## src/rtl/hltp_pkg.sv

```systemverilog
// Package with the types, constants and codes of the linear probing hash table.
package hltp_pkg;

	localparam int CMD_W    = 2;
	localparam int KEY_W    = 64;
	localparam int VAL_W    = 32;
	localparam int STATUS_W = 2;
	localparam int SIZE_W   = 7;
	localparam int MAX_SIZE = 127;
	localparam int SUM_W    = 11;
	localparam int STEP_W   = $clog2(SUM_W + 1);

	localparam int SLOTS_DEF      = 64;
	localparam int KEY_BYTES_DEF  = 8;
	localparam int VALUE_BITS_DEF = 32;

	localparam logic [SIZE_W-1:0] SIZE_RESET = SIZE_W'(64);

	localparam logic [CMD_W-1:0] CMD_INSERT = 2'd0;
	localparam logic [CMD_W-1:0] CMD_DELETE = 2'd1;
	localparam logic [CMD_W-1:0] CMD_FIND   = 2'd2;
	localparam logic [CMD_W-1:0] CMD_NONE   = 2'd3;

	localparam logic [STATUS_W-1:0] STAT_DONE = 2'd0;
	localparam logic [STATUS_W-1:0] STAT_MISS = 2'd1;
	localparam logic [STATUS_W-1:0] STAT_FULL = 2'd2;

	typedef enum logic [1:0] {
		ST_IDLE,
		ST_HASH,
		ST_PROBE,
		ST_FINISH
	} state_t;

	typedef struct packed {
		logic              start;
		logic [SUM_W-1:0]  dividend;
		logic [SIZE_W-1:0] divisor;
	} mod_req_t;

	typedef struct packed {
		logic              done;
		logic [SIZE_W-1:0] rem;
	} mod_rsp_t;

endpackage

```

## src/rtl/hltp_mod.sv

```systemverilog
// Bit-serial remainder unit that reduces the key byte sum modulo the table size.
module hltp_mod (
	input  logic               clk,
	input  logic               arst_n,
	input  hltp_pkg::mod_req_t req,
	output hltp_pkg::mod_rsp_t rsp
);

	logic                              busy_q;
	logic                              done_q;
	logic [hltp_pkg::STEP_W-1:0]       cnt_q;
	logic [hltp_pkg::SUM_W-1:0]        dvd_q;
	logic [hltp_pkg::SIZE_W-1:0]       div_q;
	logic [hltp_pkg::SIZE_W-1:0]       rem_q;
	logic [hltp_pkg::SIZE_W:0]         trial;
	logic [hltp_pkg::SIZE_W:0]         trial_sub;
	logic [hltp_pkg::SIZE_W-1:0]       rem_next;

	always_comb begin
		trial     = {rem_q, dvd_q[hltp_pkg::SUM_W-1]};
		trial_sub = trial - {1'b0, div_q};
		if (trial >= {1'b0, div_q}) begin
			rem_next = trial_sub[hltp_pkg::SIZE_W-1:0];
		end else begin
			rem_next = trial[hltp_pkg::SIZE_W-1:0];
		end
	end

	always_ff @(posedge clk or negedge arst_n) begin
		if (!arst_n) begin
			busy_q <= 1'b0;
			done_q <= 1'b0;
			cnt_q  <= '0;
		end else if (req.start) begin
			busy_q <= 1'b1;
			done_q <= 1'b0;
			cnt_q  <= hltp_pkg::STEP_W'(hltp_pkg::SUM_W);
		end else if (busy_q) begin
			cnt_q <= cnt_q - 1'b1;
			if (cnt_q == hltp_pkg::STEP_W'(1)) begin
				busy_q <= 1'b0;
				done_q <= 1'b1;
			end
		end else begin
			done_q <= 1'b0;
		end
	end

	always_ff @(posedge clk) begin
		if (req.start) begin
			dvd_q <= req.dividend;
			div_q <= req.divisor;
			rem_q <= '0;
		end else if (busy_q) begin
			dvd_q <= dvd_q << 1;
			rem_q <= rem_next;
		end
	end

	assign rsp.done = done_q;
	assign rsp.rem  = rem_q;

endmodule

```

## config.mk

```make
export PLATFORM = sky130hd
export DESIGN_NAME = hltp_mod
export DESIGN_NICKNAME = d
export VERILOG_FILES = /design/src/rtl/hltp_pkg.sv /design/src/rtl/hltp_mod.sv
export SDC_FILE = /design/constraint.sdc
export NUM_CORES = 1
export LEC_CHECK = 0
export BUFFER_PORTS_ARGS = -buffer_cell sky130_fd_sc_hd__buf_2
export CORE_MARGIN = 4
export CORE_UTILIZATION = 50
export CTS_BUF_LIST = sky130_fd_sc_hd__clkbuf_4 sky130_fd_sc_hd__clkbuf_8
export CTS_CLUSTER_DIAMETER = 30
export CTS_CLUSTER_SIZE = 40
export DETAILED_ROUTE_END_ITERATION = 8
export PLACE_DENSITY = 0.72
export SLEW_MARGIN = 30
export SYNTH_ARGS = -nofsm -noshare
export SYNTH_HDL_FRONTEND = slang
export SYNTH_SLANG_ARGS = --single-unit
```

## constraint.sdc

```tcl
create_clock -name clk -period 2.6 [get_ports clk]
set_clock_uncertainty 0.2 [all_clocks]
set_input_delay 0.39 -clock clk [delete_from_list [all_inputs] [get_ports clk]]
set_output_delay 0.39 -clock clk [all_outputs]
set_load 0.02 [all_outputs]
```

# Word-level counts from Yosys, hierarchy flattened
# Cells that the tools add are included.
[totals]
register_bits = 31
latchBits = 0
ram_bits = 0
romBits = 0
wordCells = 23
n_memories = 0
[classes]
add_sub_neg = 2
n_mul = 0
div = 0
magnitude_cmp = 1
n_eq_ne = 2
shifts = 0
n_mux = 11
n_bitwise = 0
n_reduce_logical = 1
[op_table]
columns = ["operator", "count"]
rows = [
  ["$mux W11", 2],
  ["$ge A8 B7 Y1", 1],
  ["$mux W4", 2],
  ["$mux W7", 1],
  ["$sub A7 B7 Y7", 1],
  ["$mux W1", 6],
  ["$eq A4 B1 Y1 const B", 1],
  ["$sub A4 B1 Y4 const B", 1],
  ["$ne A3 B2 Y1 const B", 1],
  ["$reduce_bool A2 Y1", 1],
]

# Longest topological paths before layout
# Gate-level depths: netlist (run 1).
[logic_depth]
depth_word = 4
ltp_mapped = 9
mapped_depth_nobuf = 8

# Least setup slack after synthesis (run 1)
# Ideal clock, no wire load.
[synth_timing]
path_kind = "register to register"
start = "register rem_q[4] in the netlist's numbering"
end = "register rem_q[2] in the netlist's numbering"
setup_ns = 0.132
t_arrival_ns = 1.673
required_ns = 2.268
setup_slack_ns = 0.595
stages_incl_launch_ff = 6
path_buffers = 0
synth_period_minus_slack_ns = 2.005
path_cell_list = "dfxtp_1 -> ha_1 -> a21o_1 -> a211oi_4 -> and2_4 -> o311ai_2"
[synth_via]
elab_chain_cells = 2
[synth_lines]
columns = ["item", "line", "source"]
rows = [
  ["start: declaration", "hltp_mod.sv:14", "logic [hltp_pkg::SIZE_W-1:0] rem_q;"],
  ["start signal: assignment", "hltp_mod.sv:56", "rem_q <= rem_next;"],
  ["$ge A8 B7 Y1", "hltp_mod.sv:22", "if (trial >= {1'b0, div_q}) begin"],
  ["$mux W7", "hltp_mod.sv:22", ""],
]
# No other way between the ends.
# A chain may end at the register's enable or synchronous reset.

# Final worst setup path (run 1)
[layout_timing]
start = "register dvd_q[10] in the netlist's numbering"
end = "register rem_q[0] in the netlist's numbering"
[layout_via]
elab_chain_cells = 2
elab_cells_between_ends = 3
[layout_lines]
columns = ["item", "line", "source"]
rows = [
  ["start: declaration", "hltp_mod.sv:12", "logic [hltp_pkg::SUM_W-1:0] dvd_q;"],
  ["start signal: assignment", "hltp_mod.sv:51", "dvd_q <= req.dividend;"],
  ["start signal: assignment", "hltp_mod.sv:55", "dvd_q <= dvd_q << 1;"],
  ["$sub A7 B7 Y7 / $ge A8 B7 Y1 (equally long branches)", "hltp_mod.sv:21, hltp_mod.sv:22", ""],
  ["$mux W7 (*)", "hltp_mod.sv:22", ""],
]
# Every way passes the cells marked *; elsewhere a longest branch is shown, timed or not.

==> results of run 1 <==
-- stage by stage --
stage,utilization [%],hold WS (ps),power (uW)
finish,61.6,33.0,1460
global route,61.6,16.7,1550
CTS,61.6,17.7,1470
detailed placement,59.4,21.6,1180
global placement,59.4,15.1,1160
floorplan,-,-106,1060
-- power groups by stage --
stage,Combinational [uW],Clock [uW],Sequential [uW]
4_1_cts,534,297,638
2_1_floorplan,385,0,670
3_3_place_gp,519,0,644
3_5_place_dp,531,0,649
5_1_grt,590,314,647
6_report,534,288,637
-- cell usage in the layout (no fill, tap or decap), drive strengths merged, types with 4 or more instances in the layout --
master	netlist	routed
o21ai	5	5
clkbuf	3	8
ha	9	9
edfxtp	18	18
a31oi	4	4
nor2	8	8
inv	13	13
dfrtp	6	6
nand3	5	5
and3	9	9
dfxtp	7	7
mux2	11	11
nand2	13	13
buf	4	29
xnor2	5	5
-- final timing paths --
| check | start | to | depth (start not counted) |
|---|---|---|---|
| max | dvd_q[10] | rem_q[0] | 8 |
| max reg2reg | dvd_q[10] | rem_q[0] | 8 |
| min | req[1] | div_q[1] | 1 |
| min reg2reg | done_q | done_q | 2 |
| min in group asynchronous | arst_n | busy_q | 2 |
| max in group asynchronous | arst_n | cnt_q[2] | 2 |
-- per-layer routing --
layer	global-route usage [%]	vias up	part of all wire, %
met2	25.0	29	48
met1	19.0	552	46
met3	4.72	3	5.6
li1	-	619	-
met5	0	-	0
met4	4.57	0	0.89
-- area by class of cell --
class / count / share of cell area, %
Clock buffer: 8 / 3.09
Tap cell: 44 / 2.83
Timing Repair Buffer: 30 / 8.11
Inverter: 13 / 2.51
Multi-Input combinational cell: 102 / 40.7
Sequential cell: 31 / 42.8
-- what timing repair did --
item / CTS / global route
hold buffers: 1 / 0
endpoints found under the hold margin: 6 / 0
resized for setup: 0 / 0
setup buffers: 0 / 0
-- worst register-to-register path, delay by kind of cell (launching register included) --
family          cells  cell delay [ps]
fa+ha+maj           2              570
flops               1              380
buf+inv             2              130
compound gates      2              600
simple gates        2              250
-- sequential cells by signal, indices dropped and copies added (netlist names) --
signal  cells
dvd_q      11
div_q       7
done_q      1
rem_q       7
busy_q      1
cnt_q       4
-- cells by family (layout without fill, tap and decap cells) --
kind of cell | after synthesis | count (layout) | share of synthesized area [%]
AOI/OAI and AO/OA | 27 | 27 | 13.1
adders and majority gates | 10 | 10 | 7.75
xor gates and xnor gates | 6 | 6 | 3.07
DFF | 31 | 31 | 48.6
and+or+nand+nor | 48 | 48 | 15.1
buffers and inverters | 20 | 51 | 5.19
muxes | 11 | 11 | 7.24
-- Yosys cell counts, drive strengths merged --
master and instances:
or2 1, clkbuf 3, dfrtp 6, a31o 1, o22a 1, nor4 2, xnor2 5, a311o 1
nor3 1, nor2b 2, nor3b 1, and3 9, o2111a 1, xor2 1, a211oi 3, nor2 8
o21ai 5, a21oi 2, nand4 1, nand3 5, nand4b 1, o311a 1, o311ai 1, o21a 1
a311oi 1, a31oi 4, o31ai 2, or4b 1, mux2 11, fa 1, dfxtp 7, buf 4
a21o 3, inv 13, nand2 13, and2 2, and4 1, ha 9, edfxtp 18
==> run_results.csv, run 1 <==
group,metric,value,unit
run_status,status,"completed",
sta,layout_setup_ws,396,ps
clock_network,clk_pin_slew,80,ps
sta,setup_viol,0,
sta,tns,0,ps
layout,fillers,277,
setup_path,endpoint_kind,"flip-flop",
sta,slew_violations,0,
detailed_routing,drcViolationCount,0,
clock_network,clock_path_buffers,2,
layout,multiInputGateArea,791,um^2
detailed_routing,dr.first_iter.drc_count,49,
clock_network,cts_buffers,5,
detailed_routing,viasPerCell,5.28,
power,internal_power,968,uW
sta,worst_pin_slew,488,ps
global_route,grt_util_all_layers,15.2,%
setup_path,cp_slowest_cell,"fa_1",
sta,rsz0062_at_grt,"no",
sta,max_freq,454,MHz
power,p_clk_share,19.7,%
setup_path,crit_buf_inv,2,
sta,post-route-min-period,2200,ps
global_route,grt_max_degree,17,
power,p_leak,0.000905,uW
layout,design_area,1940,um^2
clock_network,cts_sinks,31,
floorplanning,die_y,66.5,um
setup_path,max_stage_delay,410,ps
floorplanning,fp.dieW,66.5,um
setup_path,worstSetupStartpointType,"flip-flop",
power,pwr-share-comb,36.6,%
detailed_routing,routed_wl,3050,um
place,pre_cts_slack,418,ps
job,cap_violations,0,
sta,slew_headroom,67.5,%
synthesis,ys_types,48,
place,dpl.cell_count,219,
detailed_routing,vias,1203,
place,hpwl,2340,um
place,port-buffer-count,28,
setup_path,crit_path_max_fanout,10,
sta,final.period_utilization,84.8,%
power,swShare,33.7,%
layout,drive_gt1_share,27.7,%
detailed_routing,ant_nets,0,
power,ir_worst_vdd,500,uV
setup_path,arrival,2250,ps
setup_path,cp_top_family,"compound AO/OA/AOI/OAI gates",
synthesis,synth.top_cells.by_area,"edfxtp_1 32%, dfrtp_1 8.8%, dfxtp_1 8.2%",
synthesis,synth_cells,153,
synthesis,synth_warnings,0,
synthesis,synth_area,1710,um^2
global_route,overflow,0,
synthesis,synth_seq_area_share,48.6,%
clock_network,clk_latency,330,ps
layout,final_cells,228,
synthesis,syn_avg_cell_area,11.2,um^2
power,pwr_density_cell,751,nW/um^2
clock_network,h-tree-depth,2,
floorplanning,die_area,4420,um^2
global_route,grt_pass1_wl,5060,um
global_route,first_global_vias,1196,
synthesis,ys_seq_elements,31,
setup_path,rrSetupSlack,400,ps
detailed_routing,first_pass_iters,4,
setup_path,crit_top_cell,"inv_1",
setup_path,required,2640,ps
layout,nNetsFinal,214,
sta,hold_viol,0,
layout,antennaDiodeCount,0,
detailed_routing,wire_per_inst,13.4,um
floorplanning,std_cell_rows,20,
floorplanning,start_util,54.2,%
clock_network,cts_tree,"done",
synthesis,synth_top_area_share,31.6,%
min_path,hold_class,"in -> reg",
layout,register_area,831,um^2
clock_network,cts_root_buf,"clkbuf_4",
place,gp_congestion,0.828,
setup_path,path_class,"reg -> reg",
synthesis,yosysTopAreaCell,"edfxtp_1",
layout,syn_to_final_growth,13.6,%
place,post_dp_cell_area,1870,um^2
power,p_sw,491,uW
power,power_frac_seq,43.7,%
floorplanning,placeableCoreArea,3150,um^2
synthesis,synth_fp_nets,184,
global_route,antenna_found_initial,0,
floorplanning,io_pins,29,
setup_path,crit_chain,"inv_1 > ha_1 > inv_1 > fa_1 > nand3_2 > a31o_1 > nand3_1 > a311oi_2",
Note: power is estimated with default switching activity, not from simulation.
==> inputs of run 2 (changes only) <==
ABC_AREA = 1   (was unset)
clock period = 2.25 ns   (was 2.6 ns; I/O delays follow)
==> run 2 against run 1 <==
Against the previous run:
- via count is 8.1% higher
- critical path type unchanged
- highest routed layer unchanged
- cell count is 22% higher
- clock power is 11% higher
- core utilization is 2.3 points higher
- sequential power is 18% higher
==> run_results.csv, run 2 <==
group,metric,value,unit
global_route,grt_pass1_wl,5440,um
setup_path,arrival,2080,ps
layout,mostFrequentLayoutCell,"nand2_1",
clock_network,clk_latency,320,ps
floorplanning,io_pins,29,
clock_network,cts_setup_buffers,0,
detailed_routing,ant_nets,0,
global_route,first_global_vias,1248,
synthesis,synthArstFlopShare,19.4,%
sta,tns,0,ps
synthesis,synth_fp_nets,224,
synthesis,ys_seq_elements,31,
floorplanning,start_util,53.5,%
sta,hold_viol,0,
floorplanning,die_area,4300,um^2
global_route,antenna_found_initial,0,
synthesis,synth_mux_area_share,0,%
setup_path,reg2regPathDepth,13,
setup_path,cp.depth,13,
synthesis,synth_cells,193,
layout,largest_reg_flops,11,
setup_path,cp_slowest_cell,"fa_1",
synthesis,synth.top_cells.by_area,"edfxtp_1 33%, nand2_1 15%, dfrtp_1 9.0%",
detailed_routing,drcViolationCount,0,
setup_path,rrSetupSlack,220,ps
setup_path,endpoint,"rem_q[2]",
sta,slew_headroom,66.1,%
detailed_routing,vias,1301,
sta,rsz0062_at_grt,"no",
place,port-buffer-count,28,
setup_path,endpoint_kind,"flip-flop",
layout,drive_gt1_share,20.0,%
layout,final_cell_mix,"65 x nand2_1, 29 x inv_1, 28 x buf_2, 18 x edfxtp_1, 17 x nand3_1",
global_route,grt_util_all_layers,16.9,%
synthesis,synthXorXnorAreaFrac,1.06,%
detailed_routing,wire_per_inst,11.1,um
place,hpwl,2310,um
min_path,hp-start,"req[13]",
synthesis,yosys.area_share.simple,27.1,%
clock_network,h-tree-depth,2,
min_path,hold_class,"in -> reg",
clock_network,cts_tree,"done",
layout,top_register,"dvd_q",
synthesis,synth_warnings,0,
synthesis,yosysTopAreaCell,"edfxtp_1",
layout,fillers,292,
synthesis,synth_edf_count,18,
synthesis,synth-main-ff-cell,"edfxtp_1",
power,p_leak,0.00104,uW
synthesis,synth_top_area_share,32.6,%
layout,register_area,831,um^2
setup_path,r2r-start,"dvd_q[10]",
setup_path,required,2300,ps
layout,syn_to_final_growth,19.6,%
detailed_routing,routed_wl,3080,um
setup_path,crit_chain,"inv_1 > ha_1 > inv_1 > fa_1 > nand2_1 > nand2_1 > nand2_2 > nand2_2 > nand2_4 > nand2_4 > nand2_1 > nand3_1 > o21ai_1",
synthesis,synthTopCellsByCount,"65 x nand2_1, 29 x inv_1, 18 x edfxtp_1, 17 x nand3_1, 9 x ha_1",
layout,fin_util,64.0,%
detailed_routing,viasPerCell,4.66,
setup_path,crit_top_cell,"nand2_1",
synthesis,yosysMostFrequentCell,"nand2_1",
setup_path,worstSetupStartpoint,"dvd_q[10]",
clock_network,cts_root_buf,"clkbuf_4",
sta,setup_viol,0,
global_route,grt_max_degree,18,
clock_network,cts_buffers,5,
sta,final.period_utilization,90.3,%
synthesis,syn_avg_cell_area,8.60,um^2
sta,slew_violations,0,
detailed_routing,first_pass_iters,4,
power,ir_worst_vdd,496,uV
setup_path,path_class,"reg -> reg",
layout,largestRegisters,"dvd_q (11), div_q (7), rem_q (7)",
setup_path,crit_path_max_fanout,9,
synthesis,synth_seq_area_share,50.1,%
sta,post-route-min-period,2030,ps
clock_network,clk_pin_slew,90,ps
floorplanning,placeableCoreArea,3100,um^2
sta,max_freq,492,MHz
setup_path,worstSetupStartpointType,"flip-flop",
setup_path,max_stage_delay,400,ps
layout,nNetsFinal,265,
floorplanning,die_y,65.6,um
synthesis,synth_area,1660,um^2
global_route,overflow,0,
power,pwr_density_cell,923,nW/um^2
synthesis,synth_compound_area_share,5.43,%
detailed_routing,dr.first_iter.drc_count,67,
setup_path,crit_buf_inv,2,
run_status,status,"completed",
sta,worst_pin_slew,508,ps
setup_path,cp_top_family,"simple AND/OR/NAND/NOR gates",
layout,antennaDiodeCount,0,
job,cap_violations,0,
layout,multiInputGateArea,689,um^2
synthesis,ys_types,28,
setup_path,reg2reg_to,"rem_q[2]",
synthesis,synth-adder-area-share,7.99,%
synthesis,synth_top_family_by_area,"simple AND/OR/NAND/NOR gates",
floorplanning,std_cell_rows,20,
floorplanning,fp.dieW,65.6,um
place,gp_congestion,0.859,
clock_network,cts_sinks,31,
clock_network,clock_path_buffers,2,
## run 2: worst min-delay path, delay by kind of cell
kind | cells | cell delay [ps]
buffers and inverters | 1 | 70
and+or+nand+nor | 2 | 90
## run 2: layout make-up
cell class	instances	share of cell area, %
flip-flops and latches	31	41.9
multi-input cells	127	34.7
repair buffers	38	11.9
inverters	31	5.86
well taps	44	2.77
clock buffers	7	2.65
clock inverters	1	0.252
## run 2: per-layer routing
metal,vias up,share of wire (%),track usage (%)
met2,32,46,26.4
met5,-,0,0
met3,5,6.3,5.81
met4,0,1.5,6.99
met1,568,46,21.1
li1,696,-,-
## run 2: metrics by stage
stage | setup slack, ps | hold slack, ps | power, uW | instance area [um^2] | cells
floorplan | 354 | -158 | 1330 | 1660 | 193
global placement | 276 | -30.0 | 1500 | 1850 | 263
detailed placement | 233 | -33.5 | 1510 | 1850 | 263
CTS | 221 | 54.5 | 1850 | 1980 | 279
global route | 53.6 | 64.5 | 2000 | 1980 | 279
finish | 218 | 76.3 | 1830 | 1980 | 279
## run 2: what timing repair did
| item | CTS | global route |
|---|---|---|
| endpoints found under the hold margin | 13 | 0 |
| hold buffers | 8 | 0 |
| gates resized for setup | 0 | 0 |
## run 2: kinds of logic after synthesis
logic type	count (synthesis)
compound gates	15
buf+inv	35
simple gates	100
flops	31
xor+xnor	2
fa+ha+maj	10
## run 2: worst min-delay path by stage
stage	to	slack (ps)	cells after the start
CTS	dvd_q[0]	50	3
floorplan	busy_q	-160	0
global route	dvd_q[3]	60	3
global placement	cnt_q[0]	-30	1
detailed placement	cnt_q[0]	-30	1
finish	dvd_q[6]	80	3
## run 2: power by group
part / internal (uW) / switching (uW)
Sequential: 687 / 64.4
Combinational: 299 / 461
Clock: 146 / 176
Total: 1130 / 701
