**src/rtl/hltp_ram.sv**
```systemverilog
// Generic single-port RAM with a registered read.
module hltp_ram #(
	parameter int WIDTH = 8,
	parameter int DEPTH = 64
) (
	input  logic                     clk,
	input  logic                     en,
	input  logic                     we,
	input  logic [$clog2(DEPTH)-1:0] addr,
	input  logic [WIDTH-1:0]         wdata,
	output logic [WIDTH-1:0]         rdata
);

	logic [WIDTH-1:0] mem_q [DEPTH];
	logic [WIDTH-1:0] rdata_q;

	always_ff @(posedge clk) begin
		if (en) begin
			if (we) begin
				mem_q[addr] <= wdata;
			end else begin
				rdata_q <= mem_q[addr];
			end
		end
	end

	assign rdata = rdata_q;

endmodule

```
**config.mk**
```make
export PLATFORM = sky130hd
export DESIGN_NAME = hltp_ram
export DESIGN_NICKNAME = d
export VERILOG_FILES = /design/src/rtl/hltp_ram.sv
export SDC_FILE = /design/constraint.sdc
export NUM_CORES = 1
export LEC_CHECK = 0
export ABC_AREA = 1
export BUFFER_PORTS_ARGS = -buffer_cell sky130_fd_sc_hd__buf_2
export CORE_MARGIN = 4
export CORE_UTILIZATION = 40
export CTS_CLUSTER_DIAMETER = 200
export CTS_CLUSTER_SIZE = 40
export DETAILED_ROUTE_END_ITERATION = 7
export GPL_ROUTABILITY_DRIVEN = 0
export HOLD_SLACK_MARGIN = 0.08
export PLACE_DENSITY = 0.63
export SLEW_MARGIN = 20
export SYNTH_ARGS = -nofsm -noshare
export SYNTH_HDL_FRONTEND = slang
export SYNTH_SLANG_ARGS = --single-unit
```
**constraint.sdc**
```tcl
create_clock -name clk -period 2.75 [get_ports clk]
set_clock_uncertainty 0.15 [all_clocks]
set_input_delay 0.1375 -clock clk [delete_from_list [all_inputs] [get_ports clk]]
set_output_delay 0.1375 -clock clk [all_outputs]
set_load 0.005 [all_outputs]
```
== Word level (Yosys, flattened, before mapping) ==
Memory sizes are Yosys's and may differ from the RTL's. A register that Yosys moved wholly into a read port is not among the register bits.
Index checks and enable logic that the tools add are counted.
Storage, ports and cells
  register bits: 0
  memory bits (writable): 512
  input port bits: 17
  output and inout port bits: 8
  logic and storage cells: 6
  memories kept: 1
Memory list
  mem_q: words 64, width 8, rd ports 1, clocked after Yosys merged registers in 1, write ports 1, RTL line 14  | logic [WIDTH-1:0] mem_q [DEPTH];
Cells by class
  mux-type cells: 3
  bitwise logic cells: 1
  reduce and logical (&&, ||, !) cells: 1
Operator list (number)
  1-bit 2-to-1 mux: 3
  2-bit AND reduction: 1
  1-bit NOT: 1

== Depth between registers and ports, before layout ==
Gate-level depths: netlist of run 1.
  depth in word-level cells: 3
  depth in mapped cells: 13
  depth with buffers taken out: 11

== Worst setup path before layout of run 1 ==
Ideal clock, no wire load.
  path type: input to register
  from: input port addr[3]
  to: memory mem_q[41][0] (enable)
  library setup time: 0.395 ns
  arrival time: 1.711 ns
  data required time: 2.205 ns
  slack: 0.494 ns
  cell stages on the path: 5
  buffers on the path: 1
  cell sequence: buf_2 -> inv_2 -> nor3_2 -> inv_2 -> nor4_1
RTL lines
  from (decl): RTL line 9  | input logic [$clog2(DEPTH)-1:0] addr,
  to (decl): RTL line 14
No word-level cell before the write port.

== Final worst setup path of run 1 ==
  from: input port we
  to: memory mem_q[23][5] (enable)
Between the ends
  cells in the longest elaborated chain, start to end: 3
Ends and longest elaborated chain
  from (decl): RTL line 8  | input logic we,
  1-bit 2-to-1 mux: RTL line 19  | if (we) begin
  1-bit 2-to-1 mux: RTL line 18  | if (en) begin
  1-bit 2-to-1 mux (not written as such): RTL line 20  | mem_q[addr] <= wdata;
Every way passes these cells.

==> impl_results.html, run 1 <==
<table>
<tr><th>Metric</th><th>Value</th></tr>
<tr><th colspan="2">Power and ir drop</th></tr>
<tr><td>Switching part of the total</td><td>22.5%</td></tr>
<tr><td>Cell internal power dissipation</td><td>between 10 and 15 mW</td></tr>
<tr><td>Leak</td><td>9.86 nW</td></tr>
<tr><td>Sequential fraction of design power</td><td>67.0%</td></tr>
<tr><td>Total power density per cell area</td><td>546 nW/um^2</td></tr>
<tr><td>Switching power total</td><td>2.94 mW</td></tr>
<tr><td>Clock group share of total power</td><td>~25%</td></tr>
<tr><td>Worst supply voltage drop on vdd</td><td>0.353 mV</td></tr>
<tr><td>Combinational cell fraction of total power</td><td>roughly 7.7%</td></tr>
<tr><td>Total design power</td><td>13.1 mW</td></tr>
<tr><th colspan="2">GRT</th></tr>
<tr><td>Global route overflow</td><td>0</td></tr>
<tr><td>Met2 track demand over resource in global routing</td><td>28.6%</td></tr>
<tr><td>Met1 layer usage reported by global route</td><td>25.9%</td></tr>
<tr><td>Overall fraction of global-route tracks in use</td><td>17.8%</td></tr>
<tr><td>Routing usage on met3</td><td>2.71%</td></tr>
<tr><td>Global route hottest layer</td><td>met2</td></tr>
<tr><td>Initial antenna violation count</td><td>2</td></tr>
<tr><td>Vias in the first global route</td><td>around 14,000</td></tr>
<tr><td>Global-route wire length before repair</td><td>approximately 83,000 um</td></tr>
<tr><td>Largest net degree at the start of global routing</td><td>between 100 and 150</td></tr>
<tr><th colspan="2">STA</th></tr>
<tr><td>Relative slew slack</td><td>36.5%</td></tr>
<tr><td>Share of the clock period used by the worst path</td><td>81.4%</td></tr>
<tr><td>Shortest period the worst path allows</td><td>between 2000 and 2500 ps</td></tr>
<tr><td>Final Max Slew Viols</td><td>0</td></tr>
<tr><td>Transition time of the tightest slew-check pin</td><td>949 ps</td></tr>
<tr><td>Final hold slack</td><td>88.2 ps</td></tr>
<tr><td>Endpoints failing setup</td><td>0</td></tr>
<tr><td>Final hold viol count</td><td>0</td></tr>
<tr><td>Total Neg Setup Slack</td><td>0 ps</td></tr>
<tr><td>Setup repair after global routing missed its margin</td><td>no</td></tr>
<tr><td>Maximum clock frequency</td><td>between 400 and 500 MHz</td></tr>
<tr><th colspan="2">Yosys</th></tr>
<tr><td>Primary flip-flop cell chosen by synthesis mapping</td><td>sky130_fd_sc_hd__edfxtp_1</td></tr>
<tr><td>Count of flip-flops with a built-in enable after synthesis</td><td>520</td></tr>
<tr><td>Post-synth top area share</td><td>70.6%</td></tr>
<tr><td>Synthesized-area fraction occupied by ao, oa, aoi and oai cells</td><td>0.328%</td></tr>
<tr><td>Combinational family with the most area after synthesis</td><td>simple AND/OR/NAND/NOR gates</td></tr>
<tr><td>Fraction of synthesized area in multiplexers</td><td>0%</td></tr>
<tr><td>Top cell types by occurrence after synthesis</td><td>1,385 x sky130_fd_sc_hd__nand2_1, 520 x sky130_fd_sc_hd__edfxtp_1, 88 x sky130_fd_sc_hd__nor2_1</td></tr>
<tr><td>Synth Area in Adders</td><td>0%</td></tr>
<tr><td>Largest cells by area after synthesis</td><td>sky130_fd_sc_hd__edfxtp_1 71%, sky130_fd_sc_hd__nand2_1 23%, sky130_fd_sc_hd__nor2_1 1.5%</td></tr>
<tr><td>Number of library cell types mapped by synthesis</td><td>21</td></tr>
<tr><td>Sequential share of the synthesized area</td><td>70.6%</td></tr>
<tr><td>Mean Syn Cell Area</td><td>10.2 sq um</td></tr>
<tr><td>Parity-gate share of the synthesized area counting xor and xnor cells</td><td>0%</td></tr>
<tr><td>Cell with the most instances after synthesis</td><td>sky130_fd_sc_hd__nand2_1</td></tr>
<tr><td>Netlist Area Pre-Place</td><td>22,100 sq um</td></tr>
<tr><td>Area fraction in and, or, nand and nor cells after synthesis</td><td>roughly a quarter</td></tr>
<tr><td>Warnings, synthesis</td><td>0</td></tr>
<tr><td>Post-synthesis net count</td><td>2,186</td></tr>
<tr><td>Proportion of synthesized flip-flops having asynchronous set or reset</td><td>0%</td></tr>
<tr><td>Total of flip-flops plus latches after synthesis</td><td>520</td></tr>
<tr><td>Synth area leader</td><td>sky130_fd_sc_hd__edfxtp_1</td></tr>
<tr><td>Synthesized instance count</td><td>2,169</td></tr>
<tr><th colspan="2">Worst hold path</th></tr>
<tr><td>Hold depth</td><td>1</td></tr>
<tr><td>Worst min-delay path category</td><td>input pin to flop</td></tr>
<tr><th colspan="2">Finish</th></tr>
<tr><td>NumNets Final</td><td>2,230</td></tr>
<tr><td>Fraction of final layout cells with drive strength greater than 1</td><td>6.96%</td></tr>
<tr><td>Non-Filler Instances</td><td>2,952</td></tr>
<tr><td>Area overhead of the layout relative to synthesis</td><td>8.11%</td></tr>
<tr><th colspan="2">Status</th></tr>
<tr><td>Outcome</td><td>completed</td></tr>
<tr><th colspan="2">Critical path</th></tr>
<tr><td>Category of the critical setup timing path</td><td>input pin to flop</td></tr>
<tr><td>Crit start category</td><td>input pin</td></tr>
<tr><td>Required time of the critical path</td><td>2800 ps</td></tr>
<tr><td>Arrival @ worst endpoint</td><td>2280 ps</td></tr>
<tr><td>Count of cells along the worst register-to-register path</td><td>10</td></tr>
<tr><td>Maximum fanout count along the critical path</td><td>8</td></tr>
<tr><td>Nature of the critical path endpoint</td><td>flop</td></tr>
<tr><th colspan="2">Floorplan</th></tr>
<tr><td>Core footprint</td><td>54,300 sq um</td></tr>
<tr><td>Die footprint</td><td>59,200 sq um</td></tr>
<tr><td>Chip width</td><td>243 um</td></tr>
<tr><td>Vertical extent of the die</td><td>243 um</td></tr>
<tr><td>Total I/O pin count</td><td>25</td></tr>
<tr><td>Effective utilization at floorplan</td><td>a little over 40%</td></tr>
<tr><td>Number of core rows</td><td>85</td></tr>
<tr><th colspan="2">Route</th></tr>
<tr><td>Routed wire per std cell</td><td>18.1 um</td></tr>
<tr><td>Via Count</td><td>14,607</td></tr>
<tr><td>Count of unresolved DRC violations after routing</td><td>0</td></tr>
<tr><td>Routed wire length</td><td>around 53,000 um</td></tr>
<tr><td>Number of routed nets with antenna violations</td><td>0</td></tr>
<tr><td>Iteration count of the initial detailed-routing pass</td><td>5</td></tr>
<tr><td>Via/cell ratio</td><td>a little under 5</td></tr>
<tr><td>Number of DRC violations after detailed-routing iteration 0</td><td>1,542</td></tr>
<tr><th colspan="2">Clock tree</th></tr>
<tr><td>CTS Sinks</td><td>520</td></tr>
<tr><td>Insertion delay of the later-clocked pin in the worst-skew pair</td><td>570 ps</td></tr>
<tr><td>Clock tree from TritonCTS</td><td>built</td></tr>
<tr><td>Maximum clock insertion buffer count</td><td>3</td></tr>
<tr><td>Level count of the clock H-tree</td><td>1</td></tr>
<tr><td>Clk Tree Root Cell</td><td>sky130_fd_sc_hd__clkbuf_16</td></tr>
<tr><td>Post-CTS clock slew at the launch and capture registers of the worst setup and hold paths</td><td>between 100 and 150 ps</td></tr>
<tr><td>Number of setup buffers added after CTS</td><td>0</td></tr>
<tr><td>Resized cells post-CTS</td><td>0</td></tr>
<tr><td>TritonCTS Buffers</td><td>16</td></tr>
<tr><td>Number of buffers inserted by hold repair at cts</td><td>7</td></tr>
<tr><th colspan="2">Job</th></tr>
<tr><td>Max-cap viol count</td><td>0</td></tr>
<tr><th colspan="2">Placement</th></tr>
<tr><td>HPWL reported at the end of detailed placement</td><td>32,300 um</td></tr>
<tr><td>Placed cell count</td><td>2,927</td></tr>
<tr><td>Buffers on Ports</td><td>24</td></tr>
</table>
-- through the flow --
stage          cell area [sq um]  utilization [%]  setup WS [ps]
6_report                   23900             44.0            511
5_1_grt                    23900             44.0            470
4_1_cts                    23900             44.0            589
3_5_place_dp               23400             43.1            434
3_3_place_gp               23400             43.1            493
2_1_floorplan              22100                -            494
-- power groups by stage --
stage                     clock, mW  sequential [mW]  combinational [mW]
final                          3.31             8.76                1.00
after detailed placement          0             8.94               0.996
after CTS                      3.40             8.76                1.01
after floorplan                   0             8.94               0.584
after global routing           3.66             8.76                1.12
after global placement            0             8.94               0.985
-- cell families (layout without fill, tap and decap cells) --
logic type,after synthesis,in the layout
AND/OR/NAND/NOR,1506,1506
flip-flops,520,520
buffers and inverters,131,174
other,0,1
AO/OA/AOI/OAI,12,12
-- critical path, stage by stage --
cell                            delay (ps)
sky130_fd_sc_hd__dlygate4sd3_1         520
sky130_fd_sc_hd__buf_2                 100
sky130_fd_sc_hd__nand2_1               150
sky130_fd_sc_hd__inv_1                 260
sky130_fd_sc_hd__nand4_1               180
sky130_fd_sc_hd__buf_4                 210
sky130_fd_sc_hd__nor2_1                720
-- registers in the layout, summed over array words and instances (netlist names) --
register	cells
rdata	8
mem_q	512
-- final timing paths --
path	slack [ps]	endpoint	from
worst max-delay path	510	mem_q[23][5]$_DFFE_PP_	we
worst min-delay path	90	mem_q[26][0]$_DFFE_PP_	wdata[0]
worst max register to register	980	rdata[0]$_DFFE_PP_	mem_q[34][0]$_DFFE_PP_
worst min register to register	680	rdata[6]$_DFFE_PP_	mem_q[23][6]$_DFFE_PP_
-- cells in the final DEF (no fill, tap or decap), drive strengths merged --
master | netlist | layout
nand2 | 1385 | 1385
edfxtp | 520 | 520
buf | 78 | 118
nor2 | 90 | 90
inv | 30 | 30
clkbuf | 22 | 18
nand3 | 13 | 13
nor3 | 8 | 8
dlygate4sd3 | 0 | 7
o21ai | 7 | 7
or2 | 6 | 6
o211ai | 5 | 5
nor4 | 2 | 2
nand4 | 2 | 2
diode | 0 | 1
clkinv | 1 | 1
-- area by class of cell --
type / instances / area (sq um)
sequential: 520 / 15600
clock buffer: 17 / 425
timing repair buffer: 126 / 1010
tap: 739 / 925
inverter: 31 / 123
multi-input combinational: 1518 / 5820
antenna: 1 / 2.50
fill: 5106 / 30400
-- per-layer routing --
metal | wire (um) | part of all wire [%]
met5 | 0 | 0
met4 | 1100 | 2.1
met3 | 4020 | 7.5
met2 | 24200 | 45
met1 | 24100 | 45
Power figures use the tool's default switching activity.
==> run 2: changes to the inputs <==
Settings changed: PLACE_DENSITY 0.63 to 0.65.
Clock period 2.75 ns to 2 ns, I/O delays scaled along.
==> run 2 against run 1 <==
  * Total power increased by 38%
  * Largest cell class unchanged
  * Non-clock buffer count increased by 44
  * Sequential power rose by 37%
  * Global-route usage shrank 0.21 points
  * Cell count up 1.5%
  * Hold slack better by 8.4 ps
  * Die area stayed put
  * Core utilization rose by 0.97 points
  * Cell area rose by 2.2%
  * Combinational power rose by 44%
==> impl_results.html, run 2 (synthesis gave the netlist of run 1 again) <==
<table>
<tr><th>Metric</th><th>Value</th></tr>
<tr><th colspan="2">Status</th></tr>
<tr><td>Outcome</td><td>completed</td></tr>
<tr><th colspan="2">Floorplan</th></tr>
<tr><td>Total I/O pin count</td><td>25</td></tr>
<tr><td>Vertical extent of the die</td><td>between 200 and 250 um</td></tr>
<tr><td>Number of core rows</td><td>85</td></tr>
<tr><td>Chip width</td><td>between 200 and 250 um</td></tr>
<tr><td>Effective utilization at floorplan</td><td>40.7%</td></tr>
<tr><td>Core footprint</td><td>54,300 sq um</td></tr>
<tr><td>Die footprint</td><td>59,200 sq um</td></tr>
<tr><th colspan="2">Route</th></tr>
<tr><td>Number of DRC violations after detailed-routing iteration 0</td><td>1,302</td></tr>
<tr><td>Iteration count of the initial detailed-routing pass</td><td>7</td></tr>
<tr><td>Count of unresolved DRC violations after routing</td><td>0</td></tr>
<tr><td>Via Count</td><td>about 15,000</td></tr>
<tr><td>Routed wire length</td><td>52,600 um</td></tr>
<tr><td>Routed wire per std cell</td><td>17.6 um</td></tr>
<tr><td>Via/cell ratio</td><td>roughly 4.9</td></tr>
<tr><td>Number of routed nets with antenna violations</td><td>0</td></tr>
<tr><th colspan="2">STA</th></tr>
<tr><td>Shortest period the worst path allows</td><td>roughly 1900 ps</td></tr>
<tr><td>Share of the clock period used by the worst path</td><td>93.4%</td></tr>
<tr><td>Final hold slack</td><td>96.6 ps</td></tr>
<tr><td>Post-layout worst setup margin</td><td>~130 ps</td></tr>
<tr><td>Relative slew slack</td><td>46.5%</td></tr>
<tr><td>Endpoints failing setup</td><td>0</td></tr>
<tr><td>Final hold viol count</td><td>0</td></tr>
<tr><td>Setup repair after global routing missed its margin</td><td>no</td></tr>
<tr><td>Maximum clock frequency</td><td>approximately 540 MHz</td></tr>
<tr><td>Final Max Slew Viols</td><td>0</td></tr>
<tr><td>Transition time of the tightest slew-check pin</td><td>approximately 800 ps</td></tr>
<tr><th colspan="2">Critical path</th></tr>
<tr><td>Maximum fanout count along the critical path</td><td>8</td></tr>
<tr><td>Required time of the critical path</td><td>~2100 ps</td></tr>
<tr><td>Category of the critical setup timing path</td><td>input pin to flop</td></tr>
<tr><td>Arrival @ worst endpoint</td><td>2000 ps</td></tr>
<tr><td>Worst R2R End</td><td>rdata[2]$_DFFE_PP_</td></tr>
<tr><td>Reg-to-reg critical path startpoint</td><td>mem_q[39][2]$_DFFE_PP_</td></tr>
<tr><td>Register-to-register path setup slack</td><td>270 ps</td></tr>
<tr><td>Crit start category</td><td>input pin</td></tr>
<tr><td>Count of cells along the worst register-to-register path</td><td>11</td></tr>
<tr><td>Nature of the critical path endpoint</td><td>flop</td></tr>
<tr><th colspan="2">Worst hold path</th></tr>
<tr><td>Hold depth</td><td>2</td></tr>
<tr><td>Worst min-delay path category</td><td>input pin to flop</td></tr>
<tr><td>Endpoint with the worst hold slack</td><td>mem_q[36][6]$_DFFE_PP_</td></tr>
<tr><td>Worst Min Path Start</td><td>wdata[6]</td></tr>
<tr><th colspan="2">Clock tree</th></tr>
<tr><td>TritonCTS Buffers</td><td>16</td></tr>
<tr><td>Clock tree from TritonCTS</td><td>built</td></tr>
<tr><td>Maximum clock insertion buffer count</td><td>3</td></tr>
<tr><td>Post-CTS clock slew at the launch and capture registers of the worst setup and hold paths</td><td>roughly 140 ps</td></tr>
<tr><td>Clk Tree Root Cell</td><td>sky130_fd_sc_hd__clkbuf_16</td></tr>
<tr><td>Insertion delay of the later-clocked pin in the worst-skew pair</td><td>570 ps</td></tr>
<tr><td>Number of setup buffers added after CTS</td><td>0</td></tr>
<tr><td>CTS Sinks</td><td>520</td></tr>
<tr><td>Level count of the clock H-tree</td><td>1</td></tr>
<tr><th colspan="2">Finish</th></tr>
<tr><td>N_diodes</td><td>0</td></tr>
<tr><td>Design Area, Final</td><td>24,500 sq um</td></tr>
<tr><td>Max FFs per register</td><td>512</td></tr>
<tr><td>NumNets Final</td><td>2,274</td></tr>
<tr><td>Area overhead of the layout relative to synthesis</td><td>10.5%</td></tr>
<tr><td>Most common library cell in the layout ignoring fill and taps</td><td>sky130_fd_sc_hd__nand2_1</td></tr>
<tr><td>FF/Latch Area</td><td>15,600 sq um</td></tr>
<tr><td>Top reg by flops</td><td>mem_q</td></tr>
<tr><td>Area of combinational cells with multiple inputs</td><td>between 5000 and 6000 sq um</td></tr>
<tr><td>Fillcell total</td><td>a little over 5,000</td></tr>
<tr><td>Fraction of final layout cells with drive strength greater than 1</td><td>under 10%</td></tr>
<tr><td>Top library cells by usage in the layout, fill and taps aside</td><td>1,385 x sky130_fd_sc_hd__nand2_1, 520 x sky130_fd_sc_hd__edfxtp_1, 115 x sky130_fd_sc_hd__buf_4, 87 x sky130_fd_sc_hd__nor2_1, 26 x sky130_fd_sc_hd__inv_1</td></tr>
<tr><th colspan="2">GRT</th></tr>
<tr><td>Largest net degree at the start of global routing</td><td>76</td></tr>
<tr><td>Initial antenna violation count</td><td>3</td></tr>
<tr><td>Vias in the first global route</td><td>14,085</td></tr>
<tr><td>Global route overflow</td><td>0</td></tr>
<tr><td>Global-route wire length before repair</td><td>82,200 um</td></tr>
<tr><td>Overall fraction of global-route tracks in use</td><td>17.6%</td></tr>
<tr><th colspan="2">Power and ir drop</th></tr>
<tr><td>Total power density per cell area</td><td>737 nW/um^2</td></tr>
<tr><td>Leak</td><td>10.2 nW</td></tr>
<tr><td>Worst supply voltage drop on vdd</td><td>0.489 mV</td></tr>
<tr><td>Total design power</td><td>18.0 mW</td></tr>
<tr><th colspan="2">Placement</th></tr>
<tr><td>Pre-CTS setup slack</td><td>-23.2 ps</td></tr>
<tr><td>HPWL reported at the end of detailed placement</td><td>between 30,000 and 40,000 um</td></tr>
<tr><td>Buffers on Ports</td><td>24</td></tr>
<tr><td>Instance area at placement</td><td>23,900 sq um</td></tr>
<tr><th colspan="2">Job</th></tr>
<tr><td>Max-cap viol count</td><td>0</td></tr>
</table>
run 2: what timing repair did:
item | in CTS | in global routing
endpoints found under the setup margin | 0 | 11
endpoints found under the hold margin | 294 | 0
hold buffers | 9 | 0
gates resized for setup | 0 | 2
run 2: worst max-delay path by stage:
stage | startpoint | endpoint | slack [ps] | cells past startpoint
global placement | addr[1] | rdata[0]$_DFFE_PP_ | -8 | 12
finish | addr[4] | mem_q[51][7]$_DFFE_PP_ | 130 | 7
global route | addr[4] | mem_q[51][1]$_DFFE_PP_ | 20 | 7
floorplan | addr[3] | mem_q[41][0]$_DFFE_PP_ | -220 | 5
detailed placement | addr[1] | rdata[0]$_DFFE_PP_ | -20 | 12
CTS | addr[4] | mem_q[51][6]$_DFFE_PP_ | 90 | 7
run 2: cell type report:
type,count,share of cell area (%)
Inverter,31,0.501
Tap cell,739,3.78
Multi-Input combinational cell,1518,23.8
Sequential cell,520,63.8
Clock buffer,17,1.74
Timing Repair Buffer,170,6.29
run 2: per-layer routing:
| metal | vias up | part of all wire, % | wire [um] | GRT usage [%] |
|---|---|---|---|---|
| li1 | 7138 | - | - | - |
| met1 | 7035 | 46 | 24100 | 25.8 |
| met2 | 416 | 46 | 24200 | 28.0 |
| met3 | 49 | 6.4 | 3350 | 2.77 |
| met4 | 2 | 1.8 | 952 | 3.36 |
| met5 | - | 0.025 | 13 | 0 |
run 2: power by group:
part	internal, mW	switching [mW]	total (mW)
logic	0.422	1.02	1.44
clock network	1.55	2.99	4.54
registers	12.0	0.0201	12.0
total	14.0	4.03	18.0
run 2: critical path, stage by stage:
cell and delay (ps):
sky130_fd_sc_hd__dlygate4sd3_1 580, sky130_fd_sc_hd__buf_2 200, sky130_fd_sc_hd__inv_1 140, sky130_fd_sc_hd__nor3_4 300, sky130_fd_sc_hd__inv_1 220, sky130_fd_sc_hd__nor2_1 220
sky130_fd_sc_hd__buf_4 220
run 2: per-stage QoR:
step                      cells  setup TNS (ps)  util [%]
after global routing       2995               0      45.0
after floorplan            2169           -3500         -
after CTS                  2995               0      45.0
final                      2995               0      45.0
after detailed placement   2969           -23.2      44.0
after global placement     2969           -8.40      44.0
==> run 3: changes to the inputs <==
==> constraint.sdc (replaced) <==
create_clock -name clk -period 2 [get_ports clk]
set_clock_uncertainty 0.15 [all_clocks]
set_input_delay 0.4 -clock clk [delete_from_list [all_inputs] [get_ports clk]]
set_output_delay 0.4 -clock clk [all_outputs]
set_load 0.005 [all_outputs]
==> run 3 against run 2 <==
  * Critical path depth fell by 6
  * Cell count rose by 0.73%
  * Worst setup slack improved by 16 ps
  * Total power rose by 0.36%
  * Hold slack improved by 82 ps
  * Register-to-register slack got worse by 50 ps
  * Flip-flop and latch count did not move
  * Critical path type is now flop to output port
  * Largest cell class unchanged
==> impl_results.html, run 3 (synthesis gave the netlist of run 1 again) <==
<table>
<tr><th>Metric</th><th>Value</th></tr>
<tr><th colspan="2">Status</th></tr>
<tr><td>Outcome</td><td>completed</td></tr>
<tr><th colspan="2">GRT</th></tr>
<tr><td>Global route hottest layer</td><td>met2</td></tr>
<tr><td>Met1 layer usage reported by global route</td><td>26.1%</td></tr>
<tr><td>Routing usage on met3</td><td>under 10%</td></tr>
<tr><td>Global-route wire length before repair</td><td>84,400 um</td></tr>
<tr><td>Global route overflow</td><td>0</td></tr>
<tr><td>Overall fraction of global-route tracks in use</td><td>18.1%</td></tr>
<tr><td>Largest net degree at the start of global routing</td><td>74</td></tr>
<tr><td>Vias in the first global route</td><td>14,339</td></tr>
<tr><td>Met2 track demand over resource in global routing</td><td>between 20% and 30%</td></tr>
<tr><td>Initial antenna violation count</td><td>1</td></tr>
<tr><th colspan="2">Route</th></tr>
<tr><td>Via/cell ratio</td><td>4.92</td></tr>
<tr><td>Count of unresolved DRC violations after routing</td><td>0</td></tr>
<tr><td>Routed wire per std cell</td><td>17.9 um</td></tr>
<tr><td>Number of routed nets with antenna violations</td><td>0</td></tr>
<tr><td>Routed wire length</td><td>54,000 um</td></tr>
<tr><td>Number of DRC violations after detailed-routing iteration 0</td><td>1,451</td></tr>
<tr><td>Iteration count of the initial detailed-routing pass</td><td>5</td></tr>
<tr><td>Via Count</td><td>14,829</td></tr>
<tr><th colspan="2">Critical path</th></tr>
<tr><td>Worst path cell trace</td><td>buf_2</td></tr>
<tr><td>Arrival @ worst endpoint</td><td>1300 ps</td></tr>
<tr><td>Count of cells along the worst register-to-register path</td><td>7</td></tr>
<tr><td>Register-to-register path setup slack</td><td>220 ps</td></tr>
<tr><td>Top cell family by delay on the critical path</td><td>flip-flops</td></tr>
<tr><td>Worst path max stage delay</td><td>550 ps</td></tr>
<tr><td>Category of the critical setup timing path</td><td>flop to output port</td></tr>
<tr><td>Required time of the critical path</td><td>1450 ps</td></tr>
<tr><td>Maximum fanout count along the critical path</td><td>1</td></tr>
<tr><td>Nature of the critical path endpoint</td><td>output port</td></tr>
<tr><td>Crit start category</td><td>flop</td></tr>
<tr><td>Combined buffer and inverter count along the critical path</td><td>1</td></tr>
<tr><td>Crit-path slowest cell</td><td>sky130_fd_sc_hd__edfxtp_1</td></tr>
<tr><td>Worst R2R End</td><td>rdata[6]$_DFFE_PP_</td></tr>
<tr><td>Reg-to-reg critical path startpoint</td><td>mem_q[39][6]$_DFFE_PP_</td></tr>
<tr><th colspan="2">Power and ir drop</th></tr>
<tr><td>Sequential fraction of design power</td><td>66.6%</td></tr>
<tr><td>Combinational cell fraction of total power</td><td>8.4%</td></tr>
<tr><td>Clock group share of total power</td><td>between 20% and 30%</td></tr>
<tr><td>Worst supply voltage drop on vdd</td><td>0.527 mV</td></tr>
<tr><td>Switching part of the total</td><td>22.4%</td></tr>
<tr><td>Cell internal power dissipation</td><td>around 14 mW</td></tr>
<tr><td>Total power density per cell area</td><td>a little over 700 nW/um^2</td></tr>
<tr><td>Leak</td><td>10.3 nW</td></tr>
<tr><td>Switching power total</td><td>between 4 and 5 mW</td></tr>
<tr><th colspan="2">STA</th></tr>
<tr><td>Post-layout worst setup margin</td><td>147 ps</td></tr>
<tr><td>Setup repair after global routing missed its margin</td><td>no</td></tr>
<tr><td>Final hold viol count</td><td>0</td></tr>
<tr><td>Final Max Slew Viols</td><td>0</td></tr>
<tr><td>Relative slew slack</td><td>44.8%</td></tr>
<tr><td>Transition time of the tightest slew-check pin</td><td>827 ps</td></tr>
<tr><td>Share of the clock period used by the worst path</td><td>92.6%</td></tr>
<tr><td>Maximum clock frequency</td><td>540 MHz</td></tr>
<tr><td>Shortest period the worst path allows</td><td>1850 ps</td></tr>
<tr><td>Endpoints failing setup</td><td>0</td></tr>
<tr><th colspan="2">Worst hold path</th></tr>
<tr><td>Endpoint with the worst hold slack</td><td>rdata[0]$_DFFE_PP_</td></tr>
<tr><td>Worst min-delay path category</td><td>input pin to flop</td></tr>
<tr><td>Worst Min Path Start</td><td>we</td></tr>
<tr><td>Hold depth</td><td>3</td></tr>
<tr><th colspan="2">Placement</th></tr>
<tr><td>Pre-CTS setup slack</td><td>-334 ps</td></tr>
<tr><td>HPWL reported at the end of detailed placement</td><td>34,900 um</td></tr>
<tr><td>Buffers on Ports</td><td>24</td></tr>
<tr><td>Placed cell count</td><td>around 3,000</td></tr>
<tr><th colspan="2">Clock tree</th></tr>
<tr><td>Resized cells post-CTS</td><td>0</td></tr>
<tr><td>Number of setup buffers added after CTS</td><td>0</td></tr>
<tr><td>Level count of the clock H-tree</td><td>1</td></tr>
<tr><td>Clock tree from TritonCTS</td><td>built</td></tr>
<tr><td>Maximum clock insertion buffer count</td><td>3</td></tr>
<tr><td>Insertion delay of the later-clocked pin in the worst-skew pair</td><td>560 ps</td></tr>
<tr><td>CTS Sinks</td><td>520</td></tr>
<tr><td>TritonCTS Buffers</td><td>16</td></tr>
<tr><td>Number of buffers inserted by hold repair at cts</td><td>0</td></tr>
<tr><td>Post-CTS clock slew at the launch and capture registers of the worst setup and hold paths</td><td>approximately 140 ps</td></tr>
<tr><td>Clk Tree Root Cell</td><td>sky130_fd_sc_hd__clkbuf_16</td></tr>
<tr><th colspan="2">Floorplan</th></tr>
<tr><td>Core footprint</td><td>54,300 sq um</td></tr>
<tr><td>Number of core rows</td><td>85</td></tr>
<tr><td>Total I/O pin count</td><td>25</td></tr>
<tr><td>Vertical extent of the die</td><td>roughly 240 um</td></tr>
<tr><td>Effective utilization at floorplan</td><td>40.7%</td></tr>
<tr><td>Chip width</td><td>243 um</td></tr>
<tr><td>Die footprint</td><td>59,200 sq um</td></tr>
<tr><th colspan="2">Finish</th></tr>
<tr><td>Area overhead of the layout relative to synthesis</td><td>12.6%</td></tr>
<tr><td>Most common library cell in the layout ignoring fill and taps</td><td>sky130_fd_sc_hd__nand2_1</td></tr>
<tr><td>Top reg by flops</td><td>mem_q</td></tr>
<tr><td>Fraction of final layout cells with drive strength greater than 1</td><td>between 10% and 20%</td></tr>
<tr><td>NumNets Final</td><td>2,295</td></tr>
<tr><td>Fillcell total</td><td>between 4,000 and 5,000</td></tr>
<tr><td>Top library cells by usage in the layout, fill and taps aside</td><td>1,385 x sky130_fd_sc_hd__nand2_1, 520 x sky130_fd_sc_hd__edfxtp_1, 124 x sky130_fd_sc_hd__buf_4, 73 x sky130_fd_sc_hd__nor2_1, 44 x sky130_fd_sc_hd__buf_12</td></tr>
<tr><td>Non-Filler Instances</td><td>3,017</td></tr>
<tr><td>Max FFs per register</td><td>roughly 510</td></tr>
<tr><th colspan="2">Job</th></tr>
<tr><td>Max-cap viol count</td><td>0</td></tr>
</table>
[run 3: cell count changes in the layout (fill, tap and decap cells not counted), moves of 2 or more]
| cell | delta |
|---|---|
| sky130_fd_sc_hd__nor2_1 | -14 |
| sky130_fd_sc_hd__nor2_2 | +14 |
| sky130_fd_sc_hd__buf_4 | +9 |
| sky130_fd_sc_hd__buf_12 | +21 |
| sky130_fd_sc_hd__dlygate4sd3_1 | -9 |
| sky130_fd_sc_hd__nor4_1 | -2 |
| sky130_fd_sc_hd__nor4_4 | +2 |
[run 3: how the worst max path moves through the flow]
stage	from	endpoint	slack, ps	cells after the start
after global routing	rdata[1]$_DFFE_PP_	rdata[1]	100	1
final	rdata[3]$_DFFE_PP_	rdata[3]	150	1
after CTS	rdata[3]$_DFFE_PP_	rdata[3]	150	1
after floorplan	addr[1]	mem_q[30][0]$_DFFE_PP_	-140	5
after global placement	addr[1]	mem_q[58][3]$_DFFE_PP_	-320	8
after detailed placement	addr[1]	mem_q[58][3]$_DFFE_PP_	-330	8
[run 3: power by group through the flow]
stage	combinational (mW)	sequential [mW]	clock [mW]
3_5_place_dp	1.52	12.3	0
2_1_floorplan	0.810	12.3	0
6_report	1.51	12.1	4.53
4_1_cts	1.52	12.1	4.65
3_3_place_gp	1.50	12.3	0
5_1_grt	1.69	12.1	5.01
[run 3: final cells by class]
class / instances / area, sq um / area share (%)
Sequential cell: 520 / 15600 / 62.7
Multi-Input combinational cell: 1518 / 5890 / 23.6
Timing Repair Buffer: 191 / 1940 / 7.77
Tap cell: 739 / 925 / 3.71
Clock buffer: 17 / 425 / 1.71
Inverter: 31 / 123 / 0.492
Antenna cell: 1 / 2.50 / 0.0100
[run 3: layer usage]
metal / share of wire [%] / up-vias
li1: - / 7189
met1: 45 / 7141
met2: 47 / 455
met3: 7.2 / 44
met4: 1.5 / 0
met5: 0 / -
[run 3: metrics by stage]
| step | setup TNS, ps | cell area, sq um | util (%) | hold slack (ps) | total power [mW] |
|---|---|---|---|---|---|
| CTS | 0 | 24900 | 45.8 | 159 | 18.2 |
| global placement | -85050 | 24500 | 45.1 | 636 | 13.8 |
| floorplan | -50490 | 22200 | - | 349 | 13.1 |
| global route | 0 | 24900 | 45.8 | 171 | 18.8 |
| detailed placement | -93410 | 24500 | 45.1 | 649 | 13.8 |
| finish | 0 | 24900 | 45.8 | 179 | 18.1 |
